--- src/hdl/fke_pkg.sv ---
// fke_pkg: shared types and constants of the FASTA k-mer extractor.
// Depends on nothing; used by fasta_kmer_extractor_unit.
package fke_pkg;

  // Fixed port widths
  localparam int unsigned CharW = 8;
  localparam int unsigned KmerW = 64;
  localparam int unsigned KlenW = 6;

  // Default sizing
  localparam int unsigned MaxKDefault = 32;
  localparam logic [KlenW-1:0] KlenReset = 6'd31;

  // Characters of interest
  localparam logic [CharW-1:0] ChNewline = 8'd10;
  localparam logic [CharW-1:0] ChSpace   = 8'h20;
  localparam logic [CharW-1:0] ChHeader  = 8'h3E;  // '>'
  localparam logic [CharW-1:0] ChBaseA   = 8'h41;
  localparam logic [CharW-1:0] ChBaseC   = 8'h43;
  localparam logic [CharW-1:0] ChBaseG   = 8'h47;
  localparam logic [CharW-1:0] ChBaseN   = 8'h4E;
  localparam logic [CharW-1:0] ChBaseT   = 8'h54;

  typedef enum logic [1:0] {
    LsStart = 2'd0,
    LsData  = 2'd1,
    LsSkip  = 2'd2
  } line_state_e;

  typedef logic [1:0] base_code_t;

  // 2-bit base code; anything but C, G, T counts as A
  function automatic base_code_t base_code(input logic [CharW-1:0] c);
    base_code_t code;
    unique case (c)
      ChBaseC: code = 2'd1;
      ChBaseG: code = 2'd2;
      ChBaseT: code = 2'd3;
      default: code = 2'd0;
    endcase
    return code;
  endfunction

endpackage

--- src/hdl/fasta_kmer_extractor_unit.sv ---
// fasta_kmer_extractor_unit: streams FASTA text and emits packed K-base windows.
// Depends on fke_pkg (constants, line state type, base encoding).
//
//   port group   dir  handshake               payload
//   in           in   in_valid_i / in_ready_o  ch_i      (8 bits)
//   out          out  out_valid_o / out_ready_i kmer_o   (64 bits)
//   cfg          in   cfg_we_i (no wait)       cfg_wdata_i (6 bits, K)
//
// One byte per cycle unless a result stalls at the output; each byte waits in the
// input register; any result goes to the result register as the byte leaves.
// Reset clears window, base count and line state and sets K to 31.
// The input register keeps taking one byte while a result waits in the result
// register; bytes that yield no result pass through even under output stall.
module fasta_kmer_extractor_unit #(
  parameter int unsigned MaxK = fke_pkg::MaxKDefault
) (
  input  logic                      clk_i,
  input  logic                      rst_ni,
  input  logic                      in_valid_i,
  output logic                      in_ready_o,
  input  logic [fke_pkg::CharW-1:0] ch_i,
  output logic                      out_valid_o,
  input  logic                      out_ready_i,
  output logic [fke_pkg::KmerW-1:0] kmer_o,
  input  logic                      cfg_we_i,
  input  logic [fke_pkg::KlenW-1:0] cfg_wdata_i
);

  localparam int unsigned WinW = 2 * MaxK;
  localparam int unsigned CntW = $clog2(MaxK + 1);
  localparam logic [CntW-1:0] CntMax = CntW'(MaxK);

  // Configuration
  logic [fke_pkg::KlenW-1:0] klen_q;
  logic [CntW-1:0]           k_eff;

  // Input register
  logic                      s1_valid_q;
  logic [fke_pkg::CharW-1:0] s1_ch_q;
  logic                      s1_fire;

  // Read state
  logic [WinW-1:0]      window_q, window_d;
  logic [CntW-1:0]      base_cnt_q, base_cnt_d;
  fke_pkg::line_state_e line_q, line_d;

  logic add_base, clear_read;
  logic has_result;
  logic [WinW-1:0] mask;

  // Result register
  logic                      out_valid_q;
  logic [fke_pkg::KmerW-1:0] kmer_q;

  always_ff @(posedge clk_i or negedge rst_ni) begin
    if (!rst_ni) begin
      klen_q <= fke_pkg::KlenReset;
    end else if (cfg_we_i) begin
      klen_q <= cfg_wdata_i;
    end
  end

  // Clamp K into 1..MaxK
  always_comb begin
    if (klen_q == '0) begin
      k_eff = CntW'(1);
    end else if (32'(klen_q) > MaxK) begin
      k_eff = CntMax;
    end else begin
      k_eff = klen_q[CntW-1:0];
    end
  end

  // Next line state
  always_comb begin
    line_d = line_q;
    if (s1_ch_q == fke_pkg::ChNewline) begin
      line_d = fke_pkg::LsStart;
    end else begin
      unique case (line_q)
        fke_pkg::LsStart: begin
          if (s1_ch_q == fke_pkg::ChHeader || s1_ch_q == fke_pkg::ChSpace) begin
            line_d = fke_pkg::LsSkip;
          end else begin
            line_d = fke_pkg::LsData;
          end
        end
        fke_pkg::LsData: line_d = fke_pkg::LsData;
        default:         line_d = fke_pkg::LsSkip;
      endcase
    end
  end

  // Actions of the current byte
  always_comb begin
    add_base   = 1'b0;
    clear_read = 1'b0;
    if (s1_ch_q != fke_pkg::ChNewline) begin
      unique case (line_q)
        fke_pkg::LsStart: begin
          if (s1_ch_q == fke_pkg::ChHeader) begin
            clear_read = 1'b1;
          end else if (s1_ch_q != fke_pkg::ChSpace) begin
            add_base = (s1_ch_q != fke_pkg::ChBaseN);
          end
        end
        fke_pkg::LsData: add_base = (s1_ch_q != fke_pkg::ChBaseN);
        default: begin
          add_base   = 1'b0;
          clear_read = 1'b0;
        end
      endcase
    end
  end

  always_comb begin
    window_d   = window_q;
    base_cnt_d = base_cnt_q;
    if (clear_read) begin
      window_d   = '0;
      base_cnt_d = '0;
    end else if (add_base) begin
      window_d = (window_q << 2) | WinW'(fke_pkg::base_code(s1_ch_q));
      if (base_cnt_q != CntMax) begin
        base_cnt_d = base_cnt_q + CntW'(1);
      end
    end
  end

  always_comb begin
    for (int unsigned i = 0; i < WinW; i++) begin
      mask[i] = (CntW'(i / 2) < k_eff);
    end
  end

  assign has_result = add_base && (base_cnt_d >= k_eff);

  // Advance when the result slot is free, or when the byte yields nothing
  assign s1_fire    = s1_valid_q && (!out_valid_q || out_ready_i || !has_result);
  assign in_ready_o = !s1_valid_q || s1_fire;

  always_ff @(posedge clk_i or negedge rst_ni) begin
    if (!rst_ni) begin
      s1_valid_q <= 1'b0;
    end else if (in_ready_o) begin
      s1_valid_q <= in_valid_i;
    end
  end

  always_ff @(posedge clk_i) begin
    if (in_ready_o && in_valid_i) begin
      s1_ch_q <= ch_i;
    end
  end

  always_ff @(posedge clk_i or negedge rst_ni) begin
    if (!rst_ni) begin
      window_q   <= '0;
      base_cnt_q <= '0;
      line_q     <= fke_pkg::LsStart;
    end else if (s1_fire) begin
      window_q   <= window_d;
      base_cnt_q <= base_cnt_d;
      line_q     <= line_d;
    end
  end

  always_ff @(posedge clk_i or negedge rst_ni) begin
    if (!rst_ni) begin
      out_valid_q <= 1'b0;
    end else if (s1_fire && has_result) begin
      out_valid_q <= 1'b1;
    end else if (out_ready_i) begin
      out_valid_q <= 1'b0;
    end
  end

  always_ff @(posedge clk_i) begin
    if (s1_fire && has_result) begin
      kmer_q <= fke_pkg::KmerW'(window_d & mask);
    end
  end

  assign out_valid_o = out_valid_q;
  assign kmer_o      = kmer_q;

  // Count saturates at MaxK
  a_cnt_bound : assert property (@(posedge clk_i) disable iff (!rst_ni)
    base_cnt_q <= CntMax)
    else $error("base count above MaxK");

  // Header at line start clears the read
  a_header_clears : assert property (@(posedge clk_i) disable iff (!rst_ni)
    s1_fire && line_q == fke_pkg::LsStart && s1_ch_q == fke_pkg::ChHeader
    |=> base_cnt_q == '0 && window_q == '0)
    else $error("header did not clear the read");

  // Read state moves only when a byte leaves the input register
  a_state_hold : assert property (@(posedge clk_i) disable iff (!rst_ni)
    !s1_fire |=> $stable(base_cnt_q) && $stable(line_q))
    else $error("read state changed without a byte");

  // A pending, stalled result is never overwritten
  a_no_overwrite : assert property (@(posedge clk_i) disable iff (!rst_ni)
    out_valid_q && !out_ready_i |-> !(s1_fire && has_result))
    else $error("pending result overwritten");

endmodule
--- config.mk ---
export PLATFORM = sky130hd
export DESIGN_NAME = fasta_kmer_extractor_unit
export DESIGN_NICKNAME = d
export VERILOG_FILES = /design/src/hdl/fke_pkg.sv /design/src/hdl/fasta_kmer_extractor_unit.sv
export SDC_FILE = /design/constraint.sdc
export NUM_CORES = 1
export LEC_CHECK = 0
export BUFFER_PORTS_ARGS = -buffer_cell sky130_fd_sc_hd__buf_2
export CAP_MARGIN = 20
export CORE_ASPECT_RATIO = 0.6
export CORE_MARGIN = 2
export CORE_UTILIZATION = 45
export DETAILED_ROUTE_END_ITERATION = 8
export GPL_ROUTABILITY_DRIVEN = 0
export SYNTH_ARGS = -nofsm -noshare
export SYNTH_HDL_FRONTEND = slang
export SYNTH_SLANG_ARGS = --single-unit
--- constraint.sdc ---
create_clock -name clk_i -period 8.2 [get_ports clk_i]
set_clock_uncertainty 0.2 [all_clocks]
set_input_delay 1.64 -clock clk_i [delete_from_list [all_inputs] [get_ports clk_i]]
set_output_delay 1.64 -clock clk_i [all_outputs]
set_load 0.02 [all_outputs]
* After elaboration in Yosys (flattened, before gate mapping)
Cells that the tools add are included.
** Word-level totals
- Register bits :: 152
- Input bits :: 19
- Output and inout port bits :: 66
** Cells by class
- Add/subtract/negate cells :: 1
- Order comparisons :: 34
- Equality and inequality tests :: 11
- Mux-type cells :: 22
- Bitwise gates (word level) :: 2
- Reductions and logical operators :: 14
** Operators by type and width (count)
- 64-bit two-way mux :: 2
- 5-bit by 6-bit < comparator with 1-bit output, first input constant :: 16
- 64-bit bitwise AND :: 1
- 64-bit by 2-bit bitwise OR with 64-bit output :: 1
- 4-bit by 6-bit < comparator with 1-bit output, first input constant :: 8
- 6-bit two-way mux :: 5
- 8-bit by 7-bit equality test with 1-bit output, second input constant :: 3
- 3-bit by 6-bit < comparator with 1-bit output, first input constant :: 4
- 8-bit by 6-bit equality test with 1-bit output, second input constant :: 2
- 1-bit by 6-bit < comparator with 1-bit output, first input constant :: 2
- 2-bit by 6-bit < comparator with 1-bit output, first input constant :: 2
- 8-bit by 4-bit equality test with 1-bit output, second input constant :: 1
- 1-bit two-way mux :: 8
- 2-bit two-way mux :: 4
- 8-bit by 4-bit inequality test with 1-bit output, second input constant :: 1
- 8-bit by 6-bit inequality test with 1-bit output, second input constant :: 1
- 8-bit by 7-bit inequality test with 1-bit output, second input constant :: 1
- 6-bit by 1-bit adder with 6-bit output, second input constant :: 1
- 6-bit greater-or-equal comparator :: 1
- 6-bit greater-than comparator, second input constant :: 1
- 6-bit zero test :: 1
- 6-bit inequality test, second input constant :: 1
- 2-bit case mux with 3 select lines :: 1
- 1-bit logical AND :: 4
- other kinds (7) :: 12

* Logic depth before layout (Yosys ltp)
Gate-level depths: netlist of the first run.
- Depth after elaboration :: 14
- Gate-level depth with buffers :: 14

* Worst setup path before layout of the first run
No wires, ideal clock.
- Path kind :: reg-to-reg
- From :: register s1_ch_q[6] (netlist bit)
- To :: register kmer_q, in the netlist kmer_o[0] (enable)
- Library setup time :: 0.487 ns
- Data arrival time :: 5.471 ns
- Data required time :: 7.513 ns
- Setup slack :: 2.043 ns
- Cell stages (with the launch flop) :: 11
- Buffers on the path :: 2
- Clock period less this slack :: 6.157 ns
- Path through :: edfxtp_1 > nor4_2 > and4_1 > buf_2 > buf_1 > a21oi_1 > ha_1 > a2111oi_4 > o31ai_2 > nand3_1 > nor2_1
** On the way
- Longest elaborated chain between the ends :: 13
- Elaborated cells between the ends (all ways) :: 19
** RTL lines
- start, declared :: RTL line fasta_kmer_extractor_unit.sv:39 : logic [fke_pkg::CharW-1:0] s1_ch_q;
- start signal, assigned :: RTL line fasta_kmer_extractor_unit.sv:152 : s1_ch_q <= ch_i;
- 8-bit by 7-bit inequality test with 1-bit output or 8-bit by 6-bit inequality test with 1-bit output (tied branches) :: RTL line fasta_kmer_extractor_unit.sv:104, fasta_kmer_extractor_unit.sv:107, fasta_kmer_extractor_unit.sv:103
- 1-bit two-way mux :: RTL line fasta_kmer_extractor_unit.sv:103 : end else if (s1_ch_q != fke_pkg::ChSpace) begin
- 1-bit two-way mux :: RTL line fasta_kmer_extractor_unit.sv:101 : if (s1_ch_q == fke_pkg::ChHeader) begin
- 1-bit case mux with 2 select lines :: RTL line fasta_kmer_extractor_unit.sv:99 : unique case (line_q)
- 1-bit two-way mux :: RTL line fasta_kmer_extractor_unit.sv:98 : if (s1_ch_q != fke_pkg::ChNewline) begin
- 6-bit two-way mux :: RTL line fasta_kmer_extractor_unit.sv:122 : end else if (add_base) begin
- 6-bit two-way mux * :: RTL line fasta_kmer_extractor_unit.sv:119 : if (clear_read) begin
- named net base_cnt_d[1] :: RTL line fasta_kmer_extractor_unit.sv:44 : logic [CntW-1:0] base_cnt_q, base_cnt_d;
- 6-bit greater-or-equal comparator * :: RTL line fasta_kmer_extractor_unit.sv:136 : assign has_result = add_base && (base_cnt_d >= k_eff);
- 1-bit logical AND * :: RTL line fasta_kmer_extractor_unit.sv:136
- 1-bit zero test :: RTL line fasta_kmer_extractor_unit.sv:139 : assign s1_fire = s1_valid_q && (!out_valid_q || out_ready_i || !has_result);
- 1-bit logical OR :: RTL line fasta_kmer_extractor_unit.sv:139
- 1-bit logical AND :: RTL line fasta_kmer_extractor_unit.sv:139
- 1-bit logical AND * :: RTL line fasta_kmer_extractor_unit.sv:179 : if (s1_fire && has_result) begin
- end signal, assigned :: RTL line fasta_kmer_extractor_unit.sv:180 : kmer_q <= fke_pkg::KmerW'(window_d & mask);
- end, declared :: RTL line fasta_kmer_extractor_unit.sv:53 : logic [fke_pkg::KmerW-1:0] kmer_q;
The timed path passes the listed nets; every way through them passes the cells marked *.
A chain may end at the register's enable or synchronous reset.

* Worst setup path after layout of the first run
- From :: register s1_ch_q[6] (netlist bit)
- To :: output in_ready_o
** On the way
- Longest elaborated chain between the ends :: 13
- Elaborated cells between the ends (all ways) :: 19
** RTL lines
- 8-bit by 7-bit inequality test with 1-bit output or 8-bit by 6-bit inequality test with 1-bit output (tied branches) :: RTL line fasta_kmer_extractor_unit.sv:104, fasta_kmer_extractor_unit.sv:107, fasta_kmer_extractor_unit.sv:103
- 1-bit two-way mux :: RTL line fasta_kmer_extractor_unit.sv:103
- 1-bit two-way mux :: RTL line fasta_kmer_extractor_unit.sv:101
- 1-bit case mux with 2 select lines :: RTL line fasta_kmer_extractor_unit.sv:99
- 1-bit two-way mux :: RTL line fasta_kmer_extractor_unit.sv:98
- 6-bit two-way mux :: RTL line fasta_kmer_extractor_unit.sv:122
- 6-bit two-way mux * :: RTL line fasta_kmer_extractor_unit.sv:119
- named net base_cnt_d[3] :: RTL line fasta_kmer_extractor_unit.sv:44
- 6-bit greater-or-equal comparator * :: RTL line fasta_kmer_extractor_unit.sv:136
- 1-bit logical AND * :: RTL line fasta_kmer_extractor_unit.sv:136
- 1-bit zero test * :: RTL line fasta_kmer_extractor_unit.sv:139
- 1-bit logical OR * :: RTL line fasta_kmer_extractor_unit.sv:139
- 1-bit logical AND * :: RTL line fasta_kmer_extractor_unit.sv:139
- 1-bit logical OR * :: RTL line fasta_kmer_extractor_unit.sv:140 : assign in_ready_o = !s1_valid_q || s1_fire;
- end, declared :: RTL line fasta_kmer_extractor_unit.sv:20 : output logic in_ready_o,
Marked as above.

==> reports/summary.txt, run 1 <==
CP max stage cell = nand4_1
power per cell area = 364 mW/mm²
setup bufs post-CTS = 0
most frequent cells in the layout = nand2_1, buf_2, dfrtp_1
Synth Net Count = 659
vias per inst = 5.91
leading cell type in the layout, fill and taps excluded = nand2_1
first-pass GRT wire length = 28400 µm
DR top layer = met4
P_int = 1.90 mW
Psw = 1.10 mW
Distinct cells, synth = 64
Max Freq = 166 MHz
Placement Setup Slack = 2660 ps
Util after Layout = 53.5%
RSZ-0062 raised after global routing = false
fin crit share = 73.6%
post-cts hold buffer count = 0
status = complete, no violations
Setup TNS Final = 0 ps
via count = 5422
final hold vios = 0
Final Setup Violations = 0
die width = 166 µm
met2 WL post-DR = 7320 µm
Core Area = 0.0154 mm²
crit path capture type = output pin
Comb pwr share = 29.6%
Placed Instance Area = 0.00760 mm²
post-synthesis sequential area ratio = 58.8%
Critical Path AT = 4200 ps
initial core utilization = 46.1%
CTS tree = built
number of flops mapped to enable cells by yosys = 72
worst slew pin tran = 908 ps
R2R Path End = kmer_o[8]
DRC Markers = 0
critical path's largest stage delay = 800 ps
Critical Path RT = 6360 ps
critical path's most frequent cell = nand4_1
routed wire length = 17300 µm
HPWL after DPL = 11200 µm
post-route total power = 2.99 mW
clock buffer depth = 2
Yosys warnings = 0
Clock Root Buffer = clkbuf_16
dpl cells = 884
Total GRT Usage = 21.6%
WL met3 = 1080 µm
Sw Ratio = 36.6%
H-tree lvl count = 4
mapped cell area = 0.00709 mm²
Clock power frac = 25.5%
CTS Sinks = 152
Period minus WS final = 6040 ps
chip height = 101 µm
NumNets Final = 729
ys async rst share = 52.6%
hold slack = 313 ps
CP Buf/Inv Count = 1
Hold Crit Start = window_q[63]
I/O pin cnt = 85
CP Cell Sequence = nor4_2, nand4_1, o31ai_1, a21oi_1, ha_1, o211ai_1, o31ai_2, nand4_1, buf_2
Clock Latency Late Sink = 420 ps
CTS buffer count = 17
R2R depth = 11
largest net degree at the start of global routing = 81
Leakage = 3.41 nW
Seq cells post-synth = 152
HP Class = flip-flop to flip-flop
die area = 0.0168 mm²
Synth Area per Inst = 11.2 µm²
ANT nets after route = 0
IO Port Bufs = 84
Clk pin slew, worst setup/hold paths = 60 ps
P&R area growth vs syn = 16.0%
Slew Limit Fails = 0
layout cell share with drive strength beyond 1 = 20.7%
critical path class = flip-flop to output pin
CP endpoint = in_ready_o
WP depth = 9
ys flop type = dfrtp_1
Largest delay share family, worst path = simple AND/OR/NAND/NOR gates
DR WL/cell = 18.9 µm
num rows = 35
DRT iter0 DRCs = 366
DR pass1 iterations = 5
startpoint type of the worst setup path = flip-flop
post-route insts no fill = 918
initial antenna violation count = 0
design area = 0.00822 mm²
number of global-route vias before repair = 5036
Mapped Cells = 632
Flop pwr share = 44.9%
ant diodes = 0
max_cap viols = 0
Critical R2R Launch = s1_ch_q[6]
Worst Path Max Fanout = 22
CP Launch Point = s1_ch_q[6]
grt ovf = 0
cts repair resizes = 0
Max VDD drop = 0.141 mV
Reg2Reg Setup Slack = 3170 ps
met1 wire length = 8810 µm
Max-slew headroom = 39.0%
post-route setup slack = 2160 ps
==> cell families (layout without fill, tap and decap cells) <==
family / count (synthesis) / in the layout / synth area share [%]
compound gates: 192 / 192 / 20.3
simple gates: 209 / 209 / 13.1
buf+inv: 53 / 136 / 3.76
mux: 15 / 15 / 2.19
fa+ha+maj: 8 / 8 / 1.41
xor+xnor: 3 / 3 / 0.371
flops: 152 / 152 / 58.8
==> worst min-delay path by stage <==
stage,end,slack [ps],cells after the start
after global placement,window_q[62],280,1
after detailed placement,window_q[63],290,1
after CTS,window_q[63],310,1
after global routing,window_q[62],340,1
final,window_q[63],310,1
after floorplan,window_q[62],270,1
==> worst reg2reg max path, stage by stage, from the launching register on <==
cell,delay (ps)
edfxtp_1,480
nor4_2,450
nand4_1,800
o31ai_1,440
a21oi_1,110
ha_1,310
o211ai_1,120
o31ai_2,640
nand3_1,250
nor2_4,270
buf_12,250
buf_4,390
==> per-layer routing <==
layer | up-vias | GRT usage [%]
met5 | - | 0
met4 | 0 | 5.08
met3 | 13 | 4.38
met2 | 186 | 30.5
met1 | 2737 | 34.2
li1 | 2486 | -
==> cell type report <==
class,instances,area [µm²]
clock inverter,14,136
clock buffer,18,439
timing repair buffer,92,515
multi-input combinational,427,2660
tap,203,254
fill,1342,7150
sequential,152,4170
inverter,12,45.0
==> flip-flops by register name, indices dropped and copies added (netlist names) <==
register and count:
out_valid_o 1, base_cnt_q 6, klen_q 6, s1_ch_q 8
kmer_o 64, line_q 2, s1_valid_q 1, window_q 64
==> power groups by stage <==
stage	registers, mW	clock network [mW]	logic [mW]
after floorplan	1.45	0	0.501
after global placement	1.34	0	0.861
after detailed placement	1.35	0	0.874
after CTS	1.34	0.774	0.884
after global routing	1.37	0.808	0.981
final	1.34	0.762	0.887
==> Yosys cell counts (all sizes together) (4+ instances only) <==
library cell  number  share of area [%]
nand2            133                7.0
dfrtp             75                 26
edfxtp            72                 31
a22o              62                7.7
a21oi             49                3.5
buf               24                2.2
nor2              22                1.3
o21ai             22                1.6
clkbuf            17               0.90
nor3              16                1.2
a21boi            13                1.4
inv               11               0.58
mux2i             11                1.6
nand3             10               0.71
a221oi             9                1.1
ha                 8                1.4
a31oi              6               0.74
dfstp              5                1.9
mux2               4               0.64
nor2b              4               0.35
o22ai              4               0.35
or3                4               0.35
Power figures use the tool's default switching activity.
==> run 2: changes to the inputs <==
==> constraint.sdc (replaced) <==
create_clock -name clk_i -period 6.1 [get_ports clk_i]
set_clock_uncertainty 0.2 [all_clocks]
set_input_delay 1.22 -clock clk_i [delete_from_list [all_inputs] [get_ports clk_i]]
set_output_delay 1.22 -clock clk_i [all_outputs]
set_load 0.02 [all_outputs]
==> run 2 against run 1 <==
Global-route usage up 0.39 points. Wire length up 1.7%. Clock-buffer cell count down 1. Critical endpoint unchanged. Highest routed layer unchanged. Worst setup slack worse by 1600 ps. Cell area up 0.44%. Die area unchanged. Sequential power up 35%. Flip-flop and latch count unchanged. First-iteration DRC count up 50%.
==> reports/summary.txt, run 2 (same netlist as run 1, synthesis figures left out) <==
clock buffer depth = 2
ANT nets after route = 0
initial core utilization = 46.1%
Max VDD drop = 0.246 mV
Slew Limit Fails = 0
Critical Path AT = 4110 ps
setup bufs post-CTS = 0
Max Freq = 181 MHz
Clock Latency Late Sink = 420 ps
CP Launch Point = s1_ch_q[1]
worst slew pin tran = 958 ps
grt ovf = 0
number of global-route vias before repair = 5052
num rows = 35
Total GRT Usage = 22.0%
vias per inst = 5.90
post-route insts no fill = 919
initial antenna violation count = 0
fin crit share = 90.7%
Worst Path Max Fanout = 25
R2R Path End = kmer_o[9]
post-route setup slack = 568 ps
max_cap viols = 0
Clock power frac = 26.8%
R2R depth = 11
layout cell share with drive strength beyond 1 = 20.8%
most frequent cells in the layout = nand2_1, buf_2, dfrtp_1
Leakage = 3.43 nW
Hold Path Stages = 1
largest net degree at the start of global routing = 81
Max-slew headroom = 35.6%
Hold Crit Start = window_q[62]
die width = 166 µm
Sw Ratio = 36.3%
hold slack = 310 ps
critical path class = flip-flop to output pin
HP Class = flip-flop to flip-flop
DRC Markers = 0
chip height = 101 µm
DR WL/cell = 19.2 µm
status = complete, no violations
H-tree lvl count = 4
post-route total power = 4.10 mW
crit path capture type = output pin
Core Area = 0.0154 mm²
Min-Delay Endpoint = window_q[62]
Setup TNS Final = 0 ps
Flop pwr share = 44.0%
final hold vios = 0
Placement Setup Slack = 1090 ps
routed wire length = 17600 µm
startpoint type of the worst setup path = flip-flop
power per cell area = 497 mW/mm²
I/O pin cnt = 85
leading cell type in the layout, fill and taps excluded = nand2_1
Comb pwr share = 29.1%
Clock Root Buffer = clkbuf_16
DR pass1 iterations = 5
IO Port Bufs = 84
P&R area growth vs syn = 16.5%
Reg2Reg Setup Slack = 1040 ps
via count = 5423
Final Setup Violations = 0
ant diodes = 0
first-pass GRT wire length = 28600 µm
post-cts hold buffer count = 0
CTS tree = built
CTS Sinks = 152
Critical Path RT = 4680 ps
DRT iter0 DRCs = 550
RSZ-0062 raised after global routing = false
Clk pin slew, worst setup/hold paths = 70 ps
cts repair resizes = 0
Psw = 1.49 mW
Period minus WS final = 5530 ps
NumNets Final = 730
dpl cells = 886
HPWL after DPL = 11600 µm
Critical R2R Launch = s1_ch_q[1]
die area = 0.0168 mm²
P_int = 2.61 mW
CTS buffer count = 17
run 2: area by class of cell:
| cell class | count | area, µm² |
|---|---|---|
| Fill cell | 1346 | 7110 |
| Sequential cell | 152 | 4170 |
| Multi-Input combinational cell | 427 | 2660 |
| Timing Repair Buffer | 93 | 510 |
| Clock buffer | 17 | 425 |
| Tap cell | 203 | 254 |
| Clock inverter | 15 | 191 |
| Inverter | 12 | 45.0 |
run 2: routing by layer:
layer / wire length (µm) / track usage, % / part of all wire, %
met1: 9050 / 35.2 / 51
met2: 7060 / 29.1 / 40
met3: 1270 / 5.47 / 7.2
met4: 248 / 6.29 / 1.4
met5: 0 / 0 / 0
run 2: through the flow:
stage / cell area, µm² / utilization [%]
after floorplan: 7090 / -
after global placement: 7610 / 49.5
after detailed placement: 7610 / 49.5
after CTS: 8230 / 53.5
after global routing: 8260 / 53.7
final: 8260 / 53.7
run 2: power by group through the flow:
stage	sequential [mW]	clock [mW]	combinational, mW
after floorplan	1.93	0	0.675
after global placement	1.80	0	1.17
after detailed placement	1.81	0	1.18
after CTS	1.80	1.12	1.20
after global routing	1.85	1.16	1.31
final	1.81	1.10	1.20
run 2: worst max-delay path by stage:
stage,endpoint,slack [ps],cells after the start
2_1_floorplan,kmer_o[0],1000,10
3_3_place_gp,in_ready_o,1230,10
4_1_cts,in_ready_o,620,10
3_5_place_dp,in_ready_o,1090,10
5_1_grt,in_ready_o,290,10
6_report,in_ready_o,570,10
run 2: critical path: stages, from the launching register on:
cell and delay, ps:
edfxtp_1 460, and4_1 290, o211ai_2 340, nand2_2 410, or3_1 500, a21oi_1 180, ha_1 250, o211ai_1 160
o31ai_2 640, nand4_1 230, buf_2 230
